File: config.mk
export PLATFORM = sky130hd
export DESIGN_NAME = subregister_name_parser_top
export DESIGN_NICKNAME = d
export VERILOG_FILES = /design/src/snp_pkg.sv /design/src/snp_step.sv /design/src/subregister_name_parser_top.sv
export SDC_FILE = /design/constraint.sdc
export NUM_CORES = 1
export LEC_CHECK = 0
export BUFFER_PORTS_ARGS = -buffer_cell sky130_fd_sc_hd__buf_2
export CAP_MARGIN = 20
export CORE_MARGIN = 3
export CORE_UTILIZATION = 53
export DETAILED_ROUTE_END_ITERATION = 16
export GPL_TIMING_DRIVEN = 0
export PLACE_DENSITY = 0.74
export SLEW_MARGIN = 20
export SYNTH_ARGS = -nofsm -noshare
export SYNTH_HDL_FRONTEND = slang
export SYNTH_SLANG_ARGS = --single-unit
File: constraint.sdc
create_clock -name clk -period 3.1 [get_ports clk]
set_input_delay 0 -clock clk [delete_from_list [all_inputs] [get_ports clk]]
set_output_delay 0 -clock clk [all_outputs]
set_load 0.005 [all_outputs]
File: src/snp_pkg.sv
// Shared types and constants for the register name parser.
// Character codes, grammar phase codes, kind codes, parse state and result types.
// No dependencies.
package snp_pkg;

  // Characters of the grammar
  localparam logic [7:0] CH_W     = 8'h77;  // 'w'
  localparam logic [7:0] CH_S     = 8'h73;  // 's'
  localparam logic [7:0] CH_D     = 8'h64;  // 'd'
  localparam logic [7:0] CH_V     = 8'h76;  // 'v'
  localparam logic [7:0] CH_ZERO  = 8'h30;  // '0'
  localparam logic [7:0] CH_NINE  = 8'h39;  // '9'
  localparam logic [7:0] CH_FOUR  = 8'h34;  // '4'
  localparam logic [7:0] CH_TWO   = 8'h32;  // '2'
  localparam logic [7:0] CH_DOT   = 8'h2E;  // '.'
  localparam logic [7:0] CH_OPEN  = 8'h5B;  // '['
  localparam logic [7:0] CH_CLOSE = 8'h5D;  // ']'

  // Grammar phases
  localparam logic [3:0] PH_START     = 4'd0;
  localparam logic [3:0] PH_FIRST_NUM = 4'd1;
  localparam logic [3:0] PH_NUM       = 4'd2;
  localparam logic [3:0] PH_VNUM      = 4'd3;
  localparam logic [3:0] PH_ARR       = 4'd4;
  localparam logic [3:0] PH_ARR_S     = 4'd5;
  localparam logic [3:0] PH_ARR_D     = 4'd6;
  localparam logic [3:0] PH_OPEN      = 4'd7;
  localparam logic [3:0] PH_LANE1     = 4'd8;
  localparam logic [3:0] PH_LANE      = 4'd9;
  localparam logic [3:0] PH_DONE      = 4'd10;

  // Kind codes (prefix uses the same codes, with KIND_V for 'v')
  localparam logic [2:0] KIND_NONE = 3'd0;
  localparam logic [2:0] KIND_W    = 3'd1;
  localparam logic [2:0] KIND_S    = 3'd2;
  localparam logic [2:0] KIND_D    = 3'd3;
  localparam logic [2:0] KIND_V4S  = 3'd4;
  localparam logic [2:0] KIND_V2D  = 3'd5;
  localparam logic [2:0] KIND_V    = 3'd4;

  // Range limits
  localparam logic [5:0] W_MAX      = 6'd30;
  localparam logic [5:0] REG_MAX    = 6'd31;
  localparam logic [5:0] LANE4S_MAX = 6'd3;
  localparam logic [5:0] LANE2D_MAX = 6'd1;
  localparam logic [5:0] ACC_SAT    = 6'd63;

  localparam int TDATA_IN_W  = 8;
  localparam int TDATA_OUT_W = 16;

  typedef struct packed {
    logic [3:0] phase;
    logic [2:0] prefix;
    logic [5:0] num;
    logic [5:0] lane;
    logic       wide;
    logic       err;
  } parse_state_t;

  typedef struct packed {
    logic [2:0] kind_code;
    logic [4:0] reg_number;
    logic [1:0] lane_number;
  } parse_result_t;

  localparam parse_state_t STATE_CLEAR = '{
    phase: PH_START, prefix: KIND_NONE, num: 6'd0, lane: 6'd0, wide: 1'b0, err: 1'b0
  };

  // Decimal digit test
  function automatic logic is_dec_char(input logic [7:0] c);
    is_dec_char = (c >= CH_ZERO) && (c <= CH_NINE);
  endfunction

  // acc*10 + digit, saturating at 63
  function automatic logic [5:0] acc_digit(input logic [5:0] acc, input logic [7:0] c);
    logic [9:0] v;
    logic [7:0] d;
    d = c - CH_ZERO;
    v = {4'd0, acc} * 10'd10 + {6'd0, d[3:0]};
    acc_digit = (v > {4'd0, ACC_SAT}) ? ACC_SAT : v[5:0];
  endfunction

endpackage

File: src/snp_step.sv
// One parse step: next grammar state and the result for one character.
// Pure combinational logic; the caller registers state and result.
// Depends on snp_pkg.
module snp_step (
  input  snp_pkg::parse_state_t  cur,
  input  logic [7:0]             char_code,
  input  logic                   last_char,
  output snp_pkg::parse_state_t  nxt,
  output snp_pkg::parse_result_t res
);
  import snp_pkg::*;

  parse_state_t upd;
  logic         dig;

  assign dig = is_dec_char(char_code);

  // Grammar transition for one character
  always_comb begin
    upd = cur;
    if (!cur.err) begin
      unique case (cur.phase)
        PH_START: begin
          upd.phase = PH_FIRST_NUM;
          if (char_code == CH_W)      upd.prefix = KIND_W;
          else if (char_code == CH_S) upd.prefix = KIND_S;
          else if (char_code == CH_D) upd.prefix = KIND_D;
          else if (char_code == CH_V) upd.prefix = KIND_V;
          else begin
            upd.err   = 1'b1;
            upd.phase = cur.phase;
          end
        end
        PH_FIRST_NUM: begin
          if (!dig) upd.err = 1'b1;
          else begin
            upd.num   = acc_digit(cur.num, char_code);
            upd.phase = (cur.prefix == KIND_V) ? PH_VNUM : PH_NUM;
          end
        end
        PH_NUM: begin
          if (!dig) upd.err = 1'b1;
          else      upd.num = acc_digit(cur.num, char_code);
        end
        PH_VNUM: begin
          if (dig)                     upd.num   = acc_digit(cur.num, char_code);
          else if (char_code == CH_DOT) upd.phase = PH_ARR;
          else                         upd.err   = 1'b1;
        end
        PH_ARR: begin
          if (char_code == CH_FOUR)     upd.phase = PH_ARR_S;
          else if (char_code == CH_TWO) upd.phase = PH_ARR_D;
          else                          upd.err   = 1'b1;
        end
        PH_ARR_S: begin
          if (char_code == CH_S) begin
            upd.wide  = 1'b0;
            upd.phase = PH_OPEN;
          end else upd.err = 1'b1;
        end
        PH_ARR_D: begin
          if (char_code == CH_D) begin
            upd.wide  = 1'b1;
            upd.phase = PH_OPEN;
          end else upd.err = 1'b1;
        end
        PH_OPEN: begin
          if (char_code == CH_OPEN) upd.phase = PH_LANE1;
          else                      upd.err   = 1'b1;
        end
        PH_LANE1: begin
          if (!dig) upd.err = 1'b1;
          else begin
            upd.lane  = acc_digit(cur.lane, char_code);
            upd.phase = PH_LANE;
          end
        end
        PH_LANE: begin
          if (dig)                        upd.lane  = acc_digit(cur.lane, char_code);
          else if (char_code == CH_CLOSE) upd.phase = PH_DONE;
          else                            upd.err   = 1'b1;
        end
        PH_DONE: begin
          // trailing characters ignored
        end
        default: upd.err = 1'b1;
      endcase
    end
  end

  // Result from the updated state; meaningful only on the last character
  always_comb begin
    res = '{kind_code: KIND_NONE, reg_number: 5'd0, lane_number: 2'd0};
    if (!upd.err) begin
      if (upd.phase == PH_NUM) begin
        if (upd.prefix == KIND_W && upd.num <= W_MAX) begin
          res.kind_code  = KIND_W;
          res.reg_number = upd.num[4:0];
        end else if ((upd.prefix == KIND_S || upd.prefix == KIND_D) && upd.num <= REG_MAX) begin
          res.kind_code  = upd.prefix;
          res.reg_number = upd.num[4:0];
        end
      end else if (upd.phase == PH_DONE && upd.num <= REG_MAX) begin
        if (!upd.wide && upd.lane <= LANE4S_MAX) begin
          res.kind_code   = KIND_V4S;
          res.reg_number  = upd.num[4:0];
          res.lane_number = upd.lane[1:0];
        end else if (upd.wide && upd.lane <= LANE2D_MAX) begin
          res.kind_code   = KIND_V2D;
          res.reg_number  = upd.num[4:0];
          res.lane_number = upd.lane[1:0];
        end
      end
    end
  end

  // A name restarts after its last character
  assign nxt = last_char ? STATE_CLEAR : upd;

endmodule

File: src/subregister_name_parser_top.sv
// Register name parser: input register, parse step, result register.
// An item is registered at the input, then parsed; its result is held in
// the result register. A last character waits while a result is stalled.
// Throughput: one character per cycle, set by the single-step parse logic.
// Reset (rst, synchronous, active high) empties both stages and returns
// the parser to the start of a name.
module subregister_name_parser_top (
  input  logic                             clk,
  input  logic                             rst,
  input  logic                             s_axis_tvalid,
  output logic                             s_axis_tready,
  input  logic [snp_pkg::TDATA_IN_W-1:0]   s_axis_tdata,   // [7:0] char_code
  input  logic                             s_axis_tlast,   // last_char
  output logic                             m_axis_tvalid,
  input  logic                             m_axis_tready,
  output logic [snp_pkg::TDATA_OUT_W-1:0]  m_axis_tdata    // [2:0] kind_code,
                                                           // [7:3] reg_number,
                                                           // [9:8] lane_number
);
  import snp_pkg::*;

  logic          in_valid;
  logic [7:0]    in_char;
  logic          in_last;
  logic          fire;
  logic          out_free;
  parse_state_t  state;
  parse_state_t  state_next;
  parse_result_t step_res;
  parse_result_t out_res;

  // A non-last character never needs the result slot
  assign out_free      = !m_axis_tvalid || m_axis_tready;
  assign fire          = in_valid && (!in_last || out_free);
  assign s_axis_tready = !in_valid || fire;

  // Input register
  always_ff @(posedge clk) begin
    if (rst) begin
      in_valid <= 1'b0;
    end else if (s_axis_tready) begin
      in_valid <= s_axis_tvalid;
    end
  end

  always_ff @(posedge clk) begin
    if (s_axis_tvalid && s_axis_tready) begin
      in_char <= s_axis_tdata[7:0];
      in_last <= s_axis_tlast;
    end
  end

  snp_step u_step (
    .cur       (state),
    .char_code (in_char),
    .last_char (in_last),
    .nxt       (state_next),
    .res       (step_res)
  );

  // Parse state
  always_ff @(posedge clk) begin
    if (rst) begin
      state <= STATE_CLEAR;
    end else if (fire) begin
      state <= state_next;
    end
  end

  // Result register
  always_ff @(posedge clk) begin
    if (rst) begin
      m_axis_tvalid <= 1'b0;
    end else if (fire && in_last) begin
      m_axis_tvalid <= 1'b1;
    end else if (m_axis_tready) begin
      m_axis_tvalid <= 1'b0;
    end
  end

  always_ff @(posedge clk) begin
    if (fire && in_last) begin
      out_res <= step_res;
    end
  end

  assign m_axis_tdata = {{(TDATA_OUT_W - 10){1'b0}}, out_res.lane_number,
                         out_res.reg_number, out_res.kind_code};

endmodule

# --- After elaboration in Yosys (flattened, before gate mapping) ---
# Index checks and enable logic that the tools add are counted.
totals:
  ff_bits: 42
  in_bits: 13
  output_inout_bits: 18
op_classes:
  n_addsub: 3
  mul: 2
  order_cmp: 8
  n_eq_ne: 25
  n_mux: 56
  n_bitwise: 1
  reduce_logical: 23
op_table:
  columns: ["cell", "n"]
  rows:
  - ["$mux W4", 15]
  - ["$eq A8 B7 Y1 const B", 6]
  - ["$mux W21", 2]
  - ["$mux W6", 6]
  - ["$pmux W4 S9", 1]
  - ["$mux W10", 3]
  - ["$eq A8 B6 Y1 const B", 3]
  - ["$mux W8", 3]
  - ["$add A10 B4 Y10", 2]
  - ["$gt A10 B6 Y1 const B", 2]
  - ["$mux W1", 19]
  - ["$mul A6 B3 Y9 const B", 2]
  - ["$eq A4 B3 Y1 const B", 4]
  - ["$eq A4 B4 Y1 const B", 4]
  - ["$mux W3", 5]
  - ["$eq A4 B2 Y1 const B", 3]
  - ["$le A6 B5 Y1 const B", 2]
  - ["$logic_and A1 B1 Y1", 9]
  - ["$pmux W1 S9", 1]
  - ["$reduce_or A3 Y1", 3]
  - ["$ge A8 B6 Y1 const B", 1]
  - ["$le A8 B6 Y1 const B", 1]
  - ["$eq A3 B2 Y1 const B", 2]
  - ["$le A6 B1 Y1 const B", 1]
  - ["other kinds (12)", 18]

# --- Longest topological paths before layout ---
# Gate-level depths: netlist of the first run.
depth:
  ltp_word: 13
  depth_mapped: 11
  ltp_nobuf: 11

# --- Modules after synthesis ---
# A second synthesis of the first run with hierarchy kept.
hier_totals:
  hier_cells: 388
  area_unflattened_um2: 3587.2
by_module_without_submodules:
  columns: ["mod", "n_inst", "cells_each", "area_per_inst_um2", "seq_area_each_um2"]
  rows:
  - ["snp_step", 1, 261, 1921.8, 0.0]
  - ["subregister_name_parser_top", 1, 127, 1665.3, 1031.0]

# --- Least setup slack after synthesis of the first run ---
# OpenSTA, ideal clock, no wires.
synth_path:
  path_type: "flip-flop to flip-flop"
  startpoint: "register state[9] (netlist name)"
  endpoint: "register out_res, in the netlist m_axis_tdata[8], data pin"
  setup_time_ps: 184
  t_arrival_ps: 2902
  required_ps: 2916
  slack_ps: 14
  stages_incl_launch_ff: 12
  path_buffers: 0
  synth_period_minus_slack_ps: 3086
  path_cell_list: "dfxtp_1 ha_1 ha_1 inv_1 fa_1 nand2b_1 or4_1 a21oi_1 a31oi_1 nor3_1 nand3_4 a2111oi_4"
synth_between:
  elab_chain_len: 11
synth_lines:
  columns: ["item", "line", "text"]
  rows:
  - ["start, declared", "subregister_name_parser_top.sv:27", "parse_state_t state;"]
  - ["start signal, assigned", "subregister_name_parser_top.sv:66", "state <= state_next;"]
  - ["$mul A6 B3 Y9", "snp_pkg.sv:80", "v = {4'd0, acc} * 10'd10 + {6'd0, d[3:0]};"]
  - ["$add A10 B4 Y10", "snp_pkg.sv:80", null]
  - ["$gt A10 B6 Y1", "snp_pkg.sv:81", "acc_digit = (v > {4'd0, ACC_SAT}) ? ACC_SAT : v[5:0];"]
  - ["$mux W6", "snp_pkg.sv:81", null]
  - ["$mux W6", "snp_step.sv:35, snp_step.sv:42, snp_step.sv:46", null]
  - ["$mux W6", null, null]
  - ["$mux W21 *", "snp_step.sv:21", "if (!cur.err) begin"]
  - ["$le A6 B5 Y1 *", "snp_step.sv:103", "end else if (upd.phase == PH_DONE && upd.num <= REG_MAX) begin"]
  - ["$logic_and A1 B1 Y1 *", "snp_step.sv:103", null]
  - ["$not A1 Y1 (no line) *", null, null]
  - ["$reduce_or A3 Y1 (no line) *", null, null]
  - ["end signal, assigned", "subregister_name_parser_top.sv:83", "out_res <= step_res;"]
  - ["end, declared", "subregister_name_parser_top.sv:30", "parse_result_t out_res;"]
# Mark *: on every way between the ends. The rest lies on a longest branch, timed or not.
# A chain may end at the register's enable or synchronous reset.

# --- Final worst setup path of the first run ---
layout_path:
  startpoint: "register state[9] (netlist name)"
  endpoint: "register out_res, in the netlist m_axis_tdata[3], data pin"
layout_between:
  elab_chain_len: 12
layout_lines:
  columns: ["item", "line", "text"]
  rows:
  - ["$mul A6 B3 Y9", "snp_pkg.sv:80", null]
  - ["$add A10 B4 Y10", "snp_pkg.sv:80", null]
  - ["$gt A10 B6 Y1", "snp_pkg.sv:81", null]
  - ["$mux W6", "snp_pkg.sv:81", null]
  - ["$mux W6", "snp_step.sv:35, snp_step.sv:42, snp_step.sv:46", null]
  - ["$mux W6", null, null]
  - ["$mux W21 *", "snp_step.sv:21", null]
  - ["$le A6 B5 Y1", "snp_step.sv:99, snp_step.sv:103", null]
  - ["$logic_and A1 B1 Y1", "snp_step.sv:99", "end else if ((upd.prefix == KIND_S || upd.prefix == KIND_D) && upd.num <= REG_MAX) begin"]
  - ["$mux W8", "snp_step.sv:99", null]
  - ["$mux W8", "snp_step.sv:96", "if (upd.prefix == KIND_W && upd.num <= W_MAX) begin"]
  - ["$mux W8 *", "snp_step.sv:95", "if (upd.phase == PH_NUM) begin"]
# Marks and branches as above.

==> run metrics, run 1 <==
MaxCap Viol Count=0; #FFs+latches synth=42; most frequent cell after synthesis=a21oi_1; remaining antenna violation count=0; Final period util=98.3%; I/O Pins=31; Post-synth top flop=dfxtp_1; detailed placement HPWL=6.44 mm; CTS tree=done; initial antenna violation count=0; Area Growth Syn to Fin=25.0%; drt drc=0; Post-synth top cells=a21oi_1 (31), nand2_1 (29), nor2_1 (29), dfxtp_1 (23); Yosys top cell area share=17.1%; worst hold start=m_axis_tready; Die ar.=7260 um^2; Fillers=467; die width=85.2 um; wire length per cell=18.9 um; vias post-DR=3,270; maximum clock path buffer count=2; CP startpoint=state[9]$_SDFFE_PP0P_; Mapped Cells=377; Post-synth EDFFs=19; Vert. Die Dim=85.2 um; unrepaired setup endpoints after global routing=true; via count of the first global-routing pass=3,182; largest net degree at the start of global routing=14; drt pass-1 iters=4; Detailed Route WL=9.73 mm; Worst Skew=0.00802 ns; critical path peak fanout=4; worst min path class=input pin to flop; root buffer cell=clkbuf_8; Slowest-stage cell, CP=fa_1; IO Port Bufs=24; Final nets=479; sequential share of the synthesized area=31.0%; most used cell, CP=nor3_2; clock latency on the worst-skew pair=0.30 ns; Via density=6.34; synth top area cells=edfxtp_1 (17%), dfxtp_1 (14%), ha_1 (8.3%), a21oi_1 (4.7%), o21ai_0 (3.3%); layout cells sized above 1=30.2%; Syn Area/Cell=8.82 um^2; synth warn=0; WS Path Type=flop to flop; post-synthesis cell type count=76; Worst VDD drop=253 uV; worst-path cell chain=ha_4 -> ha_2 -> inv_1 -> fa_1 -> nand2b_4 -> or4_4 -> a21oi_4 -> a31oi_4 -> nor3_2 -> nand3_4 -> buf_6 -> nor3_2; Critical Path RT=3.23 ns; Tot GR Track Use=26.7%; GP Congestion=0.958; setup violators final=0; Post-Syn Area=3330 um^2; critical path's largest stage delay=0.47 ns; # diodes=0; Pwr Total=1.17 mW; crit start category=flop; LEAKAGE=1.64 nW; Max Slew Vio Count=0; TritonCTS buffer count=5; clk sinks=42; final core utilization=69.4%; Pwr Density=281 nW/um^2; dominant cell type by area after synthesis=edfxtp_1; Core Area=5990 um^2; Rows=28; total grt overflow=0; worst slew pin tran=0.980 ns; first-pass GRT wire length=15.6 mm; H-tree lvl count=2; crit path DAT=3.18 ns; First DRT Iteration DRCs=255; Post-synth ARST share=0%; relative slew slack=34.4%; Max Clk Rate=328 MHz; Final min period=3.05 ns; final hold vios=0; Crit Reg-Reg Startpoint=state[9]$_SDFFE_PP0P_; CP Capture Type=flop; status=completed; Clock transition at path regs=0.09 ns; starting density of the core=55.5%
## placed cells by master (no fill, tap or decap), types with 15 or more instances in the layout
master    count
o21ai_0      22
nor2_1       28
edfxtp_1     19
a21oi_1      30
ha_1         18
buf_2        26
dfxtp_1      15
nand2_1      29
buf_4        21
inv_1        17
## registers in the layout, indices dropped and copies added (netlist names)
name           flops
state             21
m_axis_tdata      10
in_char            8
in_last            1
in_valid           1
m_axis_tvalid      1
## logic make-up after synthesis
logic type / after synthesis / share of synthesized area, %
AND/OR/NAND/NOR: 153 / 27.6
XOR/XNOR: 6 / 1.58
multiplexers: 3 / 0.903
AO/OA/AOI/OAI: 106 / 21.4
flip-flops: 42 / 31.0
buffers and inverters: 40 / 6.73
adder cells (fa/ha/maj): 26 / 10.7
other: 1 / 0.113
## worst max-delay path: cells and delay by family (launching register included)
family	cells	cell delay [ns]
compound gates	2	0.28
fa+ha+maj	3	0.88
flops	1	0.37
simple gates	5	1.14
buf+inv	2	0.21
## report_power, final
part | switching, mW | internal, mW | total (mW)
Sequential | 0.0161 | 0.587 | 0.603
Clock | 0.194 | 0.237 | 0.431
Combinational | 0.0773 | 0.0555 | 0.133
Total | 0.288 | 0.879 | 1.17
## area by class of cell
| cell class | instances | area, um^2 | area share (%) |
|---|---|---|---|
| well taps | 75 | 93.8 | 2.26 |
| clock buffers | 5 | 68.8 | 1.65 |
| repair buffers | 51 | 358 | 8.60 |
| plain buffers | 22 | 156 | 3.76 |
| multi-input cells | 300 | 2320 | 55.9 |
| flip-flops and latches | 42 | 1050 | 25.3 |
| inverters | 18 | 67.6 | 1.62 |
| clock inverters | 3 | 40.0 | 0.963 |
## through the flow
stage | hold WS, ns | setup TNS [ns] | cell area (um^2) | cells | setup WS [ns]
6_report | 0.0805 | 0 | 4160 | 516 | 0.0514
5_1_grt | 0.0798 | -0.210 | 4160 | 516 | -0.0572
4_1_cts | 0.0466 | 0 | 4050 | 511 | 0.0229
3_5_place_dp | 0.179 | -2.59 | 3560 | 481 | -0.362
3_3_place_gp | 0.177 | -2.00 | 3560 | 481 | -0.320
2_1_floorplan | 0.0793 | 0 | 3350 | 382 | 0.0137
## routing by layer
| metal | share of wire (%) | up-vias | track usage (%) |
|---|---|---|---|
| met2 | 50 | 151 | 44.7 |
| met3 | 6.6 | 28 | 4.08 |
| met5 | 0 | - | 0 |
| li1 | - | 1529 | - |
| met4 | 2.2 | 0 | 7.91 |
| met1 | 42 | 1562 | 35.5 |
## worst paths after layout
path,end,slack [ns],depth (start not counted)
setup / recovery,m_axis_tdata[3]$_SDFFCE_PP0P_,0.05,12
hold / removal,m_axis_tvalid$_SDFFE_PP0P_,0.08,4
setup reg to reg,m_axis_tdata[3]$_SDFFCE_PP0P_,0.05,12
hold reg to reg,state[4]$_SDFFE_PP0P_,0.51,2
## repair_timing
item,in CTS,in global routing
resized for setup,38,16
endpoints found under the hold margin,11,0
endpoints found under the setup margin,11,15
buffers inserted,11,5
pin swaps,15,16
hold buffers,11,0
Note: power is estimated with default switching activity, not from simulation.
==> run 2: changes to the inputs <==
Settings changed: CELL_PAD_IN_SITES_DETAIL_PLACEMENT from default to 0, CELL_PAD_IN_SITES_GLOBAL_PLACEMENT from default to 1, CORE_UTILIZATION 53 to 42, PLACE_DENSITY 0.74 to 0.75, SYNTH_HIERARCHICAL from default to 1.
==> run 2 against run 1 <==
  * The run now ends with setup timing left
  * Hold slack got worse by 0.0059 ns
  * Total power up 1.5%
  * First-iteration DRC count decreased by 52%
  * Non-clock buffer count increased by 5
  * Final area is 5.1% higher
==> run metrics, run 2 <==
post-synthesis cell type count=76; #FFs+latches synth=42; root buffer cell=clkbuf_8; Syn Area/Cell=9.25 um^2; I/O Pins=31; IO Port Bufs=24; area of the multi-input gates=2490 um^2; post-synthesis mux area share=6.17%; Post-synth top cells=nand2b_1 (48), nor2_1 (32), dfxtp_1 (23), ha_1 (22), mux2i_1 (21); status=finished with violations; crit path DAT=3.26 ns; max reg flops=21; final hold vios=0; path depth of the worst reg2reg path=12; detailed placement HPWL=6.82 mm; LEAKAGE=1.71 nW; worst slew pin tran=0.857 ns; largest net degree at the start of global routing=15; Synth Area in Compound Gates=17.9%; Tot GR Track Use=19.1%; drt pass-1 iters=4; dominant cell type by area after synthesis=edfxtp_1; initial antenna violation count=0; post-layout instance area=4370 um^2; combinational share of power=12.1%; Post-synth ARST share=0%; total grt overflow=0; most common cell after layout, fill and taps aside=nand2b_1; Detailed Route WL=9.23 mm; TritonCTS buffer count=5; critical path peak fanout=5; register area=1050 um^2; Worst Skew=0.0117 ns; Clock transition at path regs=0.09 ns; wire length per cell=16.5 um; WS Path Type=flop to flop; Worst VDD drop=269 uV; Yosys top cell area share=15.9%; synth top area cells=edfxtp_1 (16%), dfxtp_1 (13%), nand2b_1 (8.4%), ha_1 (7.7%), mux2i_1 (5.9%); synth warn=6; worst hold start=m_axis_tready; setup violators final=2; unrepaired setup endpoints after global routing=true; Max Slew Vio Count=0; Min-Delay Endpoint=m_axis_tvalid$_SDFFE_PP0P_; GP Congestion=0.913; Mapped Cells=388; simple-gate portion of the synthesized area=28.6%; R2R Setup Slk=-0.02 ns; Pwr Density=271 nW/um^2; # diodes=0; Final WS setup=-0.0181 ns; Final nets=492; sequential share of power=50.7%; Min Hold Slack=0.0746 ns; Post-synth EDFFs=19; vias post-DR=3,176; first-pass GRT wire length=15.0 mm; Worst Hold Path Cells=4; layout cells sized above 1=26.4%; maximum clock path buffer count=2; sequential share of the synthesized area=28.7%; Vert. Die Dim=98.4 um; failing checks=setup timing; die width=98.4 um; CP Capture Type=flop; CTS tree=done; Final min period=3.12 ns; Rows=33; sw frac=24.4%; First DRT Iteration DRCs=122; worst min path class=input pin to flop; Max Clk Rate=321 MHz; clock latency on the worst-skew pair=0.30 ns; Final period util=101%; MaxCap Viol Count=0; Fillers=769; NetSw=0.289 mW; reg2reg end=m_axis_tdata[7]$_DFFE_PP_; drt drc=0; DP Area=3860 um^2; Post-Syn Area=3590 um^2; Int Pwr=0.896 mW; Setup WS pre-CTS=-0.317 ns; relative slew slack=42.6%; Via density=5.68; commonest cells after routing, fill and taps aside=nand2b_1 (48), nor2_1 (32), buf_2 (29); via count of the first global-routing pass=3,043; post-synthesis xor/xnor area fraction=2.44%; clk sinks=42; Area Growth Syn to Fin=21.8%; largest family of logic cells by synthesized area=simple AND/OR/NAND/NOR gates; Die ar.=9690 um^2; Fin Setup TNS=-0.0284 ns; Pwr Total=1.18 mW; Critical Path RT=3.24 ns; Core Area=8260 um^2; starting density of the core=43.4%; fraction of the mapped netlist area in adder cells=9.91%; most frequent cell after synthesis=nand2b_1; H-tree lvl count=2; remaining antenna violation count=0; CP startpoint=state[11]$_SDFFE_PP0P_; Clk network pwr share=37.2%; crit start category=flop; Crit Reg-Reg Startpoint=state[11]$_SDFFE_PP0P_; Biggest register=state; Post-synth top flop=dfxtp_1
## run 2: changes by cell type after synthesis, sizes merged, moves of 6 or more
cell / delta
a211oi: +6
a21oi: -15
mux2i: +18
nand2: -17
nand2b: +42
nor3: -13
o21ai: -18
## run 2: worst max-delay path by stage
stage	to	slack (ns)	cells past startpoint
floorplan	m_axis_tdata[3]$_DFFE_PP_	0.08	10
global placement	m_axis_tdata[4]$_DFFE_PP_	-0.24	11
detailed placement	m_axis_tdata[4]$_DFFE_PP_	-0.32	11
CTS	m_axis_tdata[4]$_DFFE_PP_	-0.002	12
global route	m_axis_tdata[4]$_DFFE_PP_	-0.12	12
finish	m_axis_tdata[7]$_DFFE_PP_	-0.02	12
## run 2: layout make-up
class | instances | share of cell area, %
buffer | 25 | 3.84
clock buffer | 5 | 1.57
clock inverter | 3 | 1.00
inverter | 14 | 1.20
multi-input combinational | 312 | 56.9
sequential | 42 | 24.1
tap | 105 | 3.01
timing repair buffer | 53 | 8.39
## run 2: repair_timing
| action | CTS | global route |
|---|---|---|
| setup buffers | 13 | 6 |
| gates resized for setup | 25 | 14 |
| pin swaps | 12 | 15 |
| hold buffers | 10 | 0 |
| hold endpoints to repair | 10 | 0 |
| endpoints found under the setup margin | 15 | 15 |
## run 2: critical path, cell delays in order (launching register included)
cell and delay, ns:
dfxtp_4 0.37, ha_4 0.26, ha_4 0.12, inv_2 0.03
fa_1 0.49, nand3b_1 0.21, or3_1 0.34, a21oi_2 0.20
o211ai_2 0.15, o211ai_2 0.28, nand4b_1 0.15, buf_6 0.16
a211oi_2 0.18
## run 2: routing by layer
layer  GRT usage, %  share of wire, %
met2           31.7                47
met3           2.69               5.3
met4           3.68              0.85
met1           26.7                46
met5              0                 0
## run 2: cell families after synthesis
group                      count (synthesis)
AOI/OAI and AO/OA                         83
xor gates and xnor gates                  10
adders and majority gates                 26
buffers and inverters                     39
DFF                                       42
muxes                                     22
other                                      1
and+or+nand+nor                          165
## run 2: metrics by stage
step                std cells  util, %
finish                    559     52.9
global route              559     52.9
CTS                       553     51.7
detailed placement        522     46.7
global placement          522     46.7
floorplan                 393        -
## run 2: power by group through the flow
stage	Sequential, mW	Combinational, mW	Clock (mW)
2_1_floorplan	0.612	0.0944	0
3_3_place_gp	0.618	0.128	0
5_1_grt	0.603	0.157	0.478
3_5_place_dp	0.619	0.129	0
4_1_cts	0.601	0.142	0.451
6_report	0.600	0.144	0.441
==> run 3: changes to the inputs <==
Settings changed: PLACE_DENSITY 0.75 to 0.77, SYNTH_HIERARCHICAL 1 to default.
==> run 3 against run 2 <==
  * Global-route usage grew 2.0 points
  * Maximum frequency is 2.2% higher
  * Highest routed layer unchanged
  * Largest power group unchanged
  * The flow now finishes without violations
  * Final area decreased by 3.8%
  * Critical path type unchanged
  * Via count down 2.2%
  * Flip-flop and latch count unchanged
==> run metrics, run 3 (synthesis gave the netlist of run 1 again) <==
root buffer cell=clkbuf_8; drt pass-1 iters=5; total grt overflow=0; via count of the first global-routing pass=2,992; crit path DAT=3.17 ns; Max Clk Rate=328 MHz; critical path peak fanout=4; Crit Reg-Reg Startpoint=state[3]$_SDFFE_PP0P_; reg2reg end=m_axis_tdata[8]$_SDFFCE_PP0P_; clock latency on the worst-skew pair=0.30 ns; Biggest register=state; R2R Setup Slk=0.05 ns; crit start category=flop; WS Path Type=flop to flop; Pwr Total=1.25 mW; first-pass GRT wire length=14.9 mm; Vert. Die Dim=95 um; # diodes=0; Tot GR Track Use=21.1%; vias post-DR=3,105; H-tree lvl count=2; Worst VDD drop=216 uV; CP startpoint=state[3]$_SDFFE_PP0P_; Detailed Route WL=9.25 mm; IO Port Bufs=24; Worst Setup EP=m_axis_tdata[8]$_SDFFCE_PP0P_; status=completed; most common cell after layout, fill and taps aside=a21oi_1; relative slew slack=29.9%; Rows=31; die width=95 um; unrepaired setup endpoints after global routing=true; MaxCap Viol Count=0; setup violators final=0; Max Slew Vio Count=0; maximum clock path buffer count=2; CP Capture Type=flop; Final period util=98.5%; First DRT Iteration DRCs=196; remaining antenna violation count=0; drt drc=0; layout cells sized above 1=29.1%; starting density of the core=44.4%; TritonCTS buffer count=5; worst min path class=input pin to flop; CTS tree=done; max reg flops=21; Fin Setup TNS=0 ns; Final nets=475; Worst Skew=0.00538 ns; Area Growth Syn to Fin=26.4%; Die ar.=9030 um^2; detailed placement HPWL=6.66 mm; path depth of the worst reg2reg path=11; Core Area=7490 um^2; LEAKAGE=1.62 nW; worst slew pin tran=1.05 ns; Fillers=652; initial antenna violation count=0; GP Congestion=0.873; final hold vios=0; Clock transition at path regs=0.09 ns; largest net degree at the start of global routing=14; I/O Pins=31; Final min period=3.05 ns; Min Hold Slack=0.0302 ns; wire length per cell=17.3 um; Critical Path RT=3.22 ns; Pwr Density=298 nW/um^2; commonest cells after routing, fill and taps aside=a21oi_1 (30), nand2_1 (29), nor2_1 (29); clk sinks=42; Via density=5.79
## run 3: worst min path at each step
stage | slack (ns) | endpoint | cells after the start | start
finish | 0.03 | m_axis_tvalid$_SDFFE_PP0P_ | 4 | m_axis_tready
global route | 0.06 | m_axis_tvalid$_SDFFE_PP0P_ | 4 | m_axis_tready
CTS | 0.03 | m_axis_tvalid$_SDFFE_PP0P_ | 4 | m_axis_tready
detailed placement | 0.18 | in_char[2]$_DFFE_PP_ | 1 | s_axis_tdata[2]
global placement | 0.18 | in_char[0]$_DFFE_PP_ | 1 | s_axis_tdata[0]
floorplan | 0.08 | state[8]$_SDFFE_PP0P_ | 1 | rst
## run 3: stage by stage
stage	setup slack, ns	std cells	utilization [%]	area (um^2)
floorplan	0.0137	382	-	3350
global placement	-0.416	505	48.0	3590
detailed placement	-0.449	505	48.0	3590
CTS	0.00356	532	54.1	4050
global route	-0.0986	536	56.2	4210
finish	0.0480	536	56.2	4210
## run 3: metal layers
metal  global-route usage, %  up-vias  share of wire [%]
li1                        -     1521                  -
met1                    28.9     1478                 46
met2                    34.1       91                 48
met3                    3.35       15                4.5
met4                    6.37        0                1.8
met5                       0        -                  0
## run 3: power breakdown
group          internal (mW)  switching, mW  total (mW)
Clock                  0.319          0.199       0.518
Combinational         0.0572         0.0763       0.134
Sequential             0.587         0.0139       0.601
## run 3: cell type report
class                   instances  area (um^2)  area share [%]
inverters                      18         67.6            1.61
multi-input cells             300         2340            55.7
plain buffers                  22          156            3.72
clock inverters                 3         63.8            1.52
clock buffers                   5         68.8            1.64
flip-flops and latches         42         1050            25.0
repair buffers                 47          333            7.91
well taps                      99          124            2.94
## run 3: critical path: stages, from the launching register on
cell       delay [ns]
dfxtp_4          0.38
ha_4             0.27
ha_4             0.13
inv_2            0.03
fa_2             0.36
xnor2_2          0.17
nand4b_1         0.19
o32ai_4          0.31
o21ai_2          0.12
o311a_1          0.35
or2_4            0.28
a2111oi_4        0.27
## run 3: repair_timing
action,in CTS,in global routing
buffers inserted,8,4
hold buffers,11,0
hold endpoints to repair,11,0
setup endpoints to repair,10,10
gates cloned,0,0
pin swaps,14,9
gates resized for setup,30,22
